--- config.mk ---
export PLATFORM = sky130hd
export DESIGN_NAME = random_pick_with_cooldown_pool
export DESIGN_NICKNAME = d
export VERILOG_FILES = /design/src/rtl/rpcp_pkg.sv /design/src/rtl/rpcp_mod_unit.sv /design/src/rtl/random_pick_with_cooldown_pool.sv
export VERILOG_INCLUDE_DIRS = /design/src /design/src/rtl
export SDC_FILE = /design/constraint.sdc
export NUM_CORES = 2
export LEC_CHECK = 0
export BUFFER_PORTS_ARGS = -buffer_cell sky130_fd_sc_hd__buf_2
export CORE_ASPECT_RATIO = 1.4
export CORE_MARGIN = 2
export CORE_UTILIZATION = 55
export DETAILED_ROUTE_END_ITERATION = 8
export GPL_ROUTABILITY_DRIVEN = 0
export PLACE_DENSITY = 0.83
export REMOVE_ABC_BUFFERS = 1
export SLEW_MARGIN = 0
export SYNTH_ARGS = -nofsm -noshare
export SYNTH_HDL_FRONTEND = slang
export SYNTH_SLANG_ARGS = --single-unit
--- constraint.sdc ---
create_clock -name clk -period 5.4 [get_ports clk]
set_clock_uncertainty 0.1 [all_clocks]
set_input_delay 1.08 -clock clk [delete_from_list [all_inputs] [get_ports clk]]
set_output_delay 1.08 -clock clk [all_outputs]
set_load 0.005 [all_outputs]
--- src/rtl/assert_macros.svh ---
// Assertion helpers; empty under synthesis.
`ifndef ASSERT_MACROS_SVH
`define ASSERT_MACROS_SVH

`ifndef SYNTHESIS

`define ASSERT_ALWAYS(lbl, clk_s, rstn_s, prop, msg) \
    lbl: assert property (@(posedge clk_s) disable iff (!rstn_s) (prop)) \
        else $error(msg);

`define ASSERT_NEXT(lbl, clk_s, rstn_s, ante, cons, msg) \
    lbl: assert property (@(posedge clk_s) disable iff (!rstn_s) (ante) |=> (cons)) \
        else $error(msg);

`else

`define ASSERT_ALWAYS(lbl, clk_s, rstn_s, prop, msg)

`define ASSERT_NEXT(lbl, clk_s, rstn_s, ante, cons, msg)

`endif

`endif

--- src/rtl/rpcp_pkg.sv ---
`default_nettype none

package rpcp_pkg;

    localparam int POOL_SIZE = 64;
    localparam int IDX_W     = $clog2(POOL_SIZE);
    localparam int CNT_W     = IDX_W + 1;
    localparam int ID_W      = 8;
    localparam int RND_W     = 16;
    localparam int STEP_W    = $clog2(RND_W);

    localparam logic OP_ADD  = 1'b0;
    localparam logic OP_PICK = 1'b1;

    typedef struct packed {
        logic             opcode;
        logic [ID_W-1:0]  item_id;
        logic [RND_W-1:0] random_value;
    } in_item_t;

    typedef struct packed {
        logic [ID_W-1:0]  picked_id;
        logic             picked_valid;
        logic             add_accepted;
        logic [CNT_W-1:0] available_count;
    } out_item_t;

    typedef enum logic [2:0] {
        ST_IDLE,
        ST_ADD,
        ST_DIV,
        ST_RD_SEL,
        ST_RD_LAST,
        ST_SWAP,
        ST_RETURN,
        ST_DONE
    } state_t;

endpackage

`default_nettype wire

--- src/rtl/rpcp_mod_unit.sv ---
`default_nettype none

module rpcp_mod_unit
    import rpcp_pkg::*;
(
    input  wire logic             clk,
    input  wire logic             rst_n,
    input  wire logic             start,
    input  wire logic [RND_W-1:0] dividend,
    input  wire logic [CNT_W-1:0] divisor,
    output logic                  done,
    output logic [IDX_W-1:0]      remainder
);

    logic              busy_reg, busy_next;
    logic              done_reg, done_next;
    logic [STEP_W-1:0] step_reg, step_next;
    logic [RND_W-1:0]  dvd_reg, dvd_next;
    logic [CNT_W-1:0]  dsr_reg, dsr_next;
    logic [IDX_W-1:0]  rem_reg, rem_next;
    logic [CNT_W-1:0]  shifted;

    // shift in one dividend bit, subtract when it fits
    always_comb
    begin
        shifted   = {rem_reg, dvd_reg[RND_W-1]};
        busy_next = busy_reg;
        done_next = 1'b0;
        step_next = step_reg;
        dvd_next  = dvd_reg;
        dsr_next  = dsr_reg;
        rem_next  = rem_reg;
        if (start)
        begin
            busy_next = 1'b1;
            step_next = '0;
            dvd_next  = dividend;
            dsr_next  = divisor;
            rem_next  = '0;
        end
        else if (busy_reg)
        begin
            rem_next  = (shifted >= dsr_reg) ? IDX_W'(shifted - dsr_reg)
                                             : shifted[IDX_W-1:0];
            dvd_next  = {dvd_reg[RND_W-2:0], 1'b0};
            step_next = step_reg + 1'b1;
            if (step_reg == STEP_W'(RND_W - 1))
            begin
                busy_next = 1'b0;
                done_next = 1'b1;
            end
        end
    end

    always_ff @(posedge clk or negedge rst_n)
    begin
        if (!rst_n)
        begin
            busy_reg <= 1'b0;
            done_reg <= 1'b0;
            step_reg <= '0;
        end
        else
        begin
            busy_reg <= busy_next;
            done_reg <= done_next;
            step_reg <= step_next;
        end
    end

    always_ff @(posedge clk)
    begin
        dvd_reg <= dvd_next;
        dsr_reg <= dsr_next;
        rem_reg <= rem_next;
    end

    assign done      = done_reg;
    assign remainder = rem_reg;

endmodule

`default_nettype wire

--- src/rtl/random_pick_with_cooldown_pool.sv ---
// Random pick pool with cooldown.
// Input channel in_valid/in_ready carries in_item: opcode add or pick, the id
// to add and a 16-bit random value. Output channel out_valid/out_ready
// carries exactly one out_item per input item, in order.
// An add stores its id if the pool has room, then loads the result. A pick
// on a non-empty pool first runs the bit-serial remainder unit (16 steps),
// then reads, swap, return write and result load on the id stores, each
// with one read and one write port. A pick on an empty pool goes straight
// to the result load. One item is in work at a time and the sequencer
// returns to idle before the next accept.
// in_ready is high when the sequencer is idle; the next item is taken while
// the previous result still waits in the output register.
// If the receiver stalls with a result pending and another result is ready,
// the sequencer holds in its final step until the output register frees.
// Reset clears all counters and ring pointers; the id stores need no
// clearing since no entry's value is used before it is written.
`default_nettype none

`include "assert_macros.svh"

module random_pick_with_cooldown_pool
    import rpcp_pkg::*;
(
    input  wire logic      clk,
    input  wire logic      rst_n,
    input  wire logic      in_valid,
    output logic           in_ready,
    input  wire in_item_t  in_item,
    output logic           out_valid,
    input  wire logic      out_ready,
    output out_item_t      out_item
);

    state_t state_reg, state_next;

    logic [CNT_W-1:0] avail_reg, avail_next;
    logic [CNT_W-1:0] cool_reg, cool_next;
    logic [CNT_W-1:0] pool_reg, pool_next;
    logic [IDX_W-1:0] wi_reg, wi_next;
    logic [IDX_W-1:0] ri_reg, ri_next;

    logic [ID_W-1:0]  id_reg;
    logic [ID_W-1:0]  picked_reg;
    logic             valid_reg;
    logic             acc_reg;
    logic [IDX_W-1:0] sel_reg;

    logic             out_valid_reg, out_valid_next;
    out_item_t        out_item_reg;

    logic [ID_W-1:0]  store_mem [POOL_SIZE];
    logic [ID_W-1:0]  ring_mem  [POOL_SIZE];
    logic [ID_W-1:0]  store_rdata_reg;
    logic [ID_W-1:0]  ring_rdata_reg;

    logic             store_we;
    logic [IDX_W-1:0] store_waddr;
    logic [ID_W-1:0]  store_wdata;
    logic [IDX_W-1:0] store_raddr;
    logic             ring_we;

    logic             accept;
    logic             div_start;
    logic             div_done;
    logic [IDX_W-1:0] div_rem;
    logic             load_out;
    logic [IDX_W-1:0] last_idx;
    logic             do_return;
    logic [ID_W-1:0]  return_id;
    logic             room;

    assign accept    = in_valid && in_ready;
    assign last_idx  = IDX_W'(avail_reg - 1'b1);
    assign room      = pool_reg < CNT_W'(POOL_SIZE);
    assign do_return = ((9'(cool_reg) + 9'd1) * 9'd5 >= 9'(pool_reg) * 9'd3)
                       || (avail_reg == CNT_W'(1));
    assign return_id = (cool_reg == '0) ? picked_reg : ring_rdata_reg;

    rpcp_mod_unit u_mod (
        .clk       (clk),
        .rst_n     (rst_n),
        .start     (div_start),
        .dividend  (in_item.random_value),
        .divisor   (avail_reg),
        .done      (div_done),
        .remainder (div_rem)
    );

    always_comb
    begin
        state_next = state_reg;
        case (state_reg)
            ST_IDLE:
            begin
                if (in_valid)
                begin
                    if (in_item.opcode == OP_ADD)
                        state_next = ST_ADD;
                    else if (avail_reg != '0)
                        state_next = ST_DIV;
                    else
                        state_next = ST_DONE;
                end
            end
            ST_ADD:     state_next = ST_DONE;
            ST_DIV:     state_next = div_done ? ST_RD_SEL : ST_DIV;
            ST_RD_SEL:  state_next = ST_RD_LAST;
            ST_RD_LAST: state_next = ST_SWAP;
            ST_SWAP:    state_next = ST_RETURN;
            ST_RETURN:  state_next = ST_DONE;
            ST_DONE:    state_next = load_out ? ST_IDLE : ST_DONE;
            default:    state_next = ST_IDLE;
        endcase
    end

    always_comb
    begin
        in_ready    = 1'b0;
        div_start   = 1'b0;
        load_out    = 1'b0;
        store_we    = 1'b0;
        store_waddr = last_idx;
        store_wdata = return_id;
        store_raddr = sel_reg;
        ring_we     = 1'b0;
        case (state_reg)
            ST_IDLE:
            begin
                in_ready  = 1'b1;
                div_start = in_valid && (in_item.opcode == OP_PICK) && (avail_reg != '0);
            end
            ST_ADD:
            begin
                store_we    = room;
                store_waddr = avail_reg[IDX_W-1:0];
                store_wdata = id_reg;
            end
            ST_RD_LAST:
            begin
                store_raddr = last_idx;
            end
            ST_SWAP:
            begin
                store_we    = sel_reg != last_idx;
                store_waddr = sel_reg;
                store_wdata = store_rdata_reg;
                ring_we     = 1'b1;
            end
            ST_RETURN:
            begin
                store_we = do_return;
            end
            ST_DONE:
            begin
                load_out = !out_valid_reg || out_ready;
            end
            default:
            begin
                in_ready = 1'b0;
            end
        endcase
    end

    always_comb
    begin
        avail_next = avail_reg;
        cool_next  = cool_reg;
        pool_next  = pool_reg;
        wi_next    = wi_reg;
        ri_next    = ri_reg;
        if (state_reg == ST_ADD && room)
        begin
            avail_next = avail_reg + 1'b1;
            pool_next  = pool_reg + 1'b1;
        end
        else if (state_reg == ST_RETURN)
        begin
            wi_next = wi_reg + 1'b1;
            if (do_return)
            begin
                ri_next = ri_reg + 1'b1;
            end
            else
            begin
                avail_next = avail_reg - 1'b1;
                cool_next  = cool_reg + 1'b1;
            end
        end
    end

    always_comb
    begin
        out_valid_next = out_valid_reg;
        if (load_out)
            out_valid_next = 1'b1;
        else if (out_ready)
            out_valid_next = 1'b0;
    end

    always_ff @(posedge clk or negedge rst_n)
    begin
        if (!rst_n)
        begin
            state_reg     <= ST_IDLE;
            avail_reg     <= '0;
            cool_reg      <= '0;
            pool_reg      <= '0;
            wi_reg        <= '0;
            ri_reg        <= '0;
            out_valid_reg <= 1'b0;
        end
        else
        begin
            state_reg     <= state_next;
            avail_reg     <= avail_next;
            cool_reg      <= cool_next;
            pool_reg      <= pool_next;
            wi_reg        <= wi_next;
            ri_reg        <= ri_next;
            out_valid_reg <= out_valid_next;
        end
    end

    // hold item fields and build the result
    always_ff @(posedge clk)
    begin
        if (accept)
        begin
            id_reg     <= in_item.item_id;
            picked_reg <= '0;
            valid_reg  <= 1'b0;
            acc_reg    <= 1'b0;
        end
        if (state_reg == ST_ADD)
            acc_reg <= room;
        if (state_reg == ST_DIV && div_done)
            sel_reg <= div_rem;
        if (state_reg == ST_RD_LAST)
        begin
            picked_reg <= store_rdata_reg;
            valid_reg  <= 1'b1;
        end
        if (load_out)
        begin
            out_item_reg.picked_id       <= picked_reg;
            out_item_reg.picked_valid    <= valid_reg;
            out_item_reg.add_accepted    <= acc_reg;
            out_item_reg.available_count <= avail_reg;
        end
    end

    always_ff @(posedge clk)
    begin
        if (store_we)
            store_mem[store_waddr] <= store_wdata;
        store_rdata_reg <= store_mem[store_raddr];
    end

    always_ff @(posedge clk)
    begin
        if (ring_we)
            ring_mem[wi_reg] <= picked_reg;
        ring_rdata_reg <= ring_mem[ri_reg];
    end

    assign out_valid = out_valid_reg;
    assign out_item  = out_item_reg;

    `ASSERT_ALWAYS(a_count_sum, clk, rst_n,
        (8'(avail_reg) + 8'(cool_reg)) == 8'(pool_reg), "available plus cooling differs from total")
    `ASSERT_ALWAYS(a_pool_bound, clk, rst_n,
        pool_reg <= CNT_W'(POOL_SIZE), "pool total exceeds pool size")
    `ASSERT_NEXT(a_accept_busy, clk, rst_n,
        accept, state_reg != ST_IDLE, "sequencer idle right after accepting an item")
    `ASSERT_NEXT(a_done_hold, clk, rst_n,
        state_reg == ST_DONE && out_valid_reg && !out_ready,
        state_reg == ST_DONE, "result dropped while output register was occupied")

endmodule

`default_nettype wire

==> results.yml <==
status:
  outcome: "finished with violations"
  failed_checks: "DRC"
min_path:
  hold_end: "out_item[8]$_DFFE_PP_"
  hold_path_class: "reg -> reg"
  min-delay-start: "valid_reg$_SDFFE_PP1P_"
  hold_path_depth: 0
clocking:
  cts_tree: "done"
  path_clk_slew_ns: 0.07
  cts_resized: 0
  h-tree-depth: 3
  clock-sinks: 1153
  cts_setup_buffers: 0
  numCtsBuffers: 102
  cts_hold_buffers: 0
  cts_root_buf: "clkbuf_16"
  clockBufferDepth: 3
  clock_latency_ns: 0.72
grt:
  antenna_found_initial: 7
  grt_max_degree: 121
  grt_pass1_wl_um: 186000
  grt_use_total_pct: 28.4
  overflow: 0
  grt_pass1_vias: 28518
worst_setup_path:
  worstSetupPathType: "reg -> reg"
  r2r_cells: 19
  crit_path_top_delay_cell: "dfrtp_1"
  cp_cell_sequence: "ha_1 -> o21ai_0 -> xor2_1 -> inv_1 -> ha_1 -> a21o_1 -> a21oi_1 -> o21bai_1 -> a21oi_1 -> xnor2_1 -> ha_1 -> and4_1 -> o211ai_1 -> o211a_1 -> o211ai_1 -> nand3_1 -> buf_4 -> nor2_1 -> buf_4"
  cp.arrival_ns: 5.15
  cp_slowest_stage_delay_ns: 0.44
  cp.required_ns: 5.66
  critPathLaunchType: "register"
  worst_setup_path_end_kind: "register"
  path_max_fanout: 16
  reg2reg_setup_slack_ns: 0.52
  r2r_start: "cool_reg[0]$_DFFE_PN0P_"
  r2r-end: "store_mem[6][6]$_DFFE_PP_"
  worst_path_most_repeated_cell: "ha_1"
synth:
  synth_top_family_by_area: "multiplexers"
  ys_ff_latch: 1153
  synth_xor_area_share_pct: 1.07
  yosys_warnings: 0
  synth-compound-area-share_pct: 5.85
  yosys.area_share.simple_pct: 6.49
  synthAdderAreaFrac_pct: 1.17
  synth-edff-count: 1087
  synth_ff_type: "edfxtp_1"
  avgSynthCellArea_um2: 16.4
  ys_async_sr_fraction_pct: 3.73
  synth_cell_types: 69
  synth_area_um2: 48000
  muxShareOfSynthArea_pct: 12.1
  ys_seq_area_share_pct: 71.2
  synthCells: 2921
floorplanning:
  initial_core_util_pct: 55.3
  io_pins: 48
  die-area_um2: 89700
  num_rows: 128
  core_um2: 86800
  die_x_um: 254
  dieHeight_um: 354
final_layout:
  area_growth_pct: 11.1
  postLayoutCellArea_um2: 53400
  drive_gt1_share_pct: 16.8
  nets: 3068
pwr:
  power_leakage_nw: 18.6
  ir_drop_v: 0.000766
  powerDensity_nw_per_um2: 564
sta:
  fmax_mhz: 205
  period_needed_ns: 4.88
  finalCritPeriodShare_pct: 90.5
  slew_headroom_pct: 6.60
  rsz0062_at_grt: "false"
  setup-violations-final: 0
  slew_viol_final: 0
  final_hold_viol_count: 0
  worst_pin_slew_ns: 1.40
  fin_ws_ns: 0.516
placement:
  placed_area_um2: 49800
  dp_hpwl_um: 73900
  numPortBuffers: 47
  place_ws_ns: 0.690
routing:
  vias_per_cell: 6.62
  wire_per_inst_um: 29.6
  vias: 28194
  finalWirelength_um: 126000
  drt-initial-drc-count: 4029
  postRouteAntennaNets: 0
  drc: 4
  dr.pass1.iters: 9
job:
  cap_viol_max_count: 0
final cells by class:
type	count	area, um2
Tap cell	1170	1460
Timing Repair Buffer	157	1110
Antenna cell	4	10.0
Sequential cell	1153	34200
Inverter	33	124
Fill cell	5811	33400
Clock buffer	128	2670
Multi-Input combinational cell	1549	12900
Clock inverter	64	853
worst max-delay path, delay by kind of cell (launching register included):
family                     cells  cell delay [ns]
and+or+nand+nor                3             0.56
buffers and inverters          3             0.51
DFF                            1             0.44
xor gates and xnor gates       2             0.37
adders and majority gates      3             0.87
AOI/OAI and AO/OA              8             1.65
synth_stat cells (5+ instances only):
library cell,n,area [um2]
buf_1,30,113
nor2b_1,20,125
buf_4,18,135
mux2_1,5,56.3
nand2b_1,10,62.6
a21o_1,6,45.0
dfrtp_1,43,1080
and2_1,13,81.3
mux2i_1,186,1860
a32oi_1,8,70.1
ha_1,40,500
o211ai_1,20,150
mux4_2,168,3780
o21a_1,5,37.5
o211a_1,61,611
a221o_1,8,80.1
and3_1,43,269
a221oi_1,5,43.8
nor2_1,167,627
nand2_1,349,1310
a211oi_1,67,503
buf_6,11,124
inv_1,31,116
nand4_1,8,50.1
edfxtp_1,1087,32600
clkbuf_1,65,244
nand3_1,68,340
buf_2,62,310
o2111ai_1,14,123
a211o_1,7,61.3
a2111oi_0,14,123
a31oi_1,28,175
xnor2_1,38,333
o32ai_1,25,219
a21oi_1,40,200
xor2_1,18,158
mux2_2,8,90.1
dfxtp_1,23,460
nor3_1,14,70.1
o21ai_0,40,200
kinds of logic after synthesis:
| group | after synthesis |
|---|---|
| AOI/OAI and AO/OA | 366 |
| xor gates and xnor gates | 57 |
| adders and majority gates | 43 |
| buffers and inverters | 219 |
| DFF | 1153 |
| muxes | 367 |
| and+or+nand+nor | 716 |
cells in the final DEF (no fill, tap or decap), types with 10 or more instances in the layout:
cell type / Yosys / final
mux4_2: 168 / 168
a2111oi_0: 14 / 14
ha_1: 40 / 40
xor2_1: 18 / 18
nand3_1: 68 / 68
a31oi_1: 28 / 28
a21oi_1: 40 / 32
clkinv_1: 2 / 15
xnor2_1: 38 / 38
o2111ai_1: 14 / 14
inv_1: 31 / 31
clkbuf_16: 0 / 103
dfrtp_1: 43 / 38
o211a_1: 61 / 61
nand2_1: 349 / 349
a211oi_1: 67 / 67
nor3_1: 14 / 14
dfxtp_1: 23 / 23
nand2b_1: 10 / 10
nor2_1: 167 / 166
bufinv_16: 0 / 15
o21ai_0: 40 / 40
o32ai_1: 25 / 25
o211ai_1: 20 / 20
clkbuf_1: 65 / 25
buf_2: 62 / 47
mux2i_1: 186 / 184
edfxtp_1: 1087 / 1087
clkinv_2: 0 / 22
nor2b_1: 20 / 20
and2_1: 13 / 13
and3_1: 43 / 43
buf_4: 18 / 106
metal layers:
metal	GRT usage [%]	share of wire (%)	wire length, um
met2	48.5	50	63500
met4	18.8	7.8	9760
met3	5.38	9.6	12100
met5	0	0.034	43
met1	32.5	32	40500
how the worst max path moves through the flow:
stage	from	to	slack, ns	cells past startpoint
floorplan	sel_reg[0]$_DFFE_PP_	store_rdata_reg[0]$_DFF_P_	-3.32	6
global placement	cool_reg[0]$_DFFE_PN0P_	store_mem[54][7]$_DFFE_PP_	0.83	19
detailed placement	cool_reg[0]$_DFFE_PN0P_	store_mem[51][4]$_DFFE_PP_	0.69	19
CTS	cool_reg[2]$_DFFE_PN0P_	store_mem[6][7]$_DFFE_PP_	0.57	18
global route	cool_reg[0]$_DFFE_PN0P_	store_mem[6][6]$_DFFE_PP_	0.13	20
finish	cool_reg[0]$_DFFE_PN0P_	store_mem[6][6]$_DFFE_PP_	0.52	19
power by group:
| group | internal, mW | switching (mW) | total [mW] |
|---|---|---|---|
| registers | 12.0 | 0.743 | 12.7 |
| logic | 3.15 | 6.60 | 9.74 |
| clock network | 4.28 | 3.32 | 7.60 |
| total | 19.4 | 10.7 | 30.1 |
metrics by stage:
step | std cells | util, % | power [mW] | hold WS, ns | TNS, ns
after detailed placement | 4062 | 57.4 | 22.2 | 0.320 | 0
after global routing | 4257 | 61.5 | 30.9 | 0.360 | 0
after CTS | 4254 | 61.5 | 29.9 | 0.340 | 0
after floorplan | 2735 | - | 18.7 | 0.300 | -40.08
after global placement | 4062 | 57.4 | 21.9 | 0.314 | 0
final | 4258 | 61.5 | 30.1 | 0.334 | 0
Note: power is estimated with default switching activity, not from simulation.
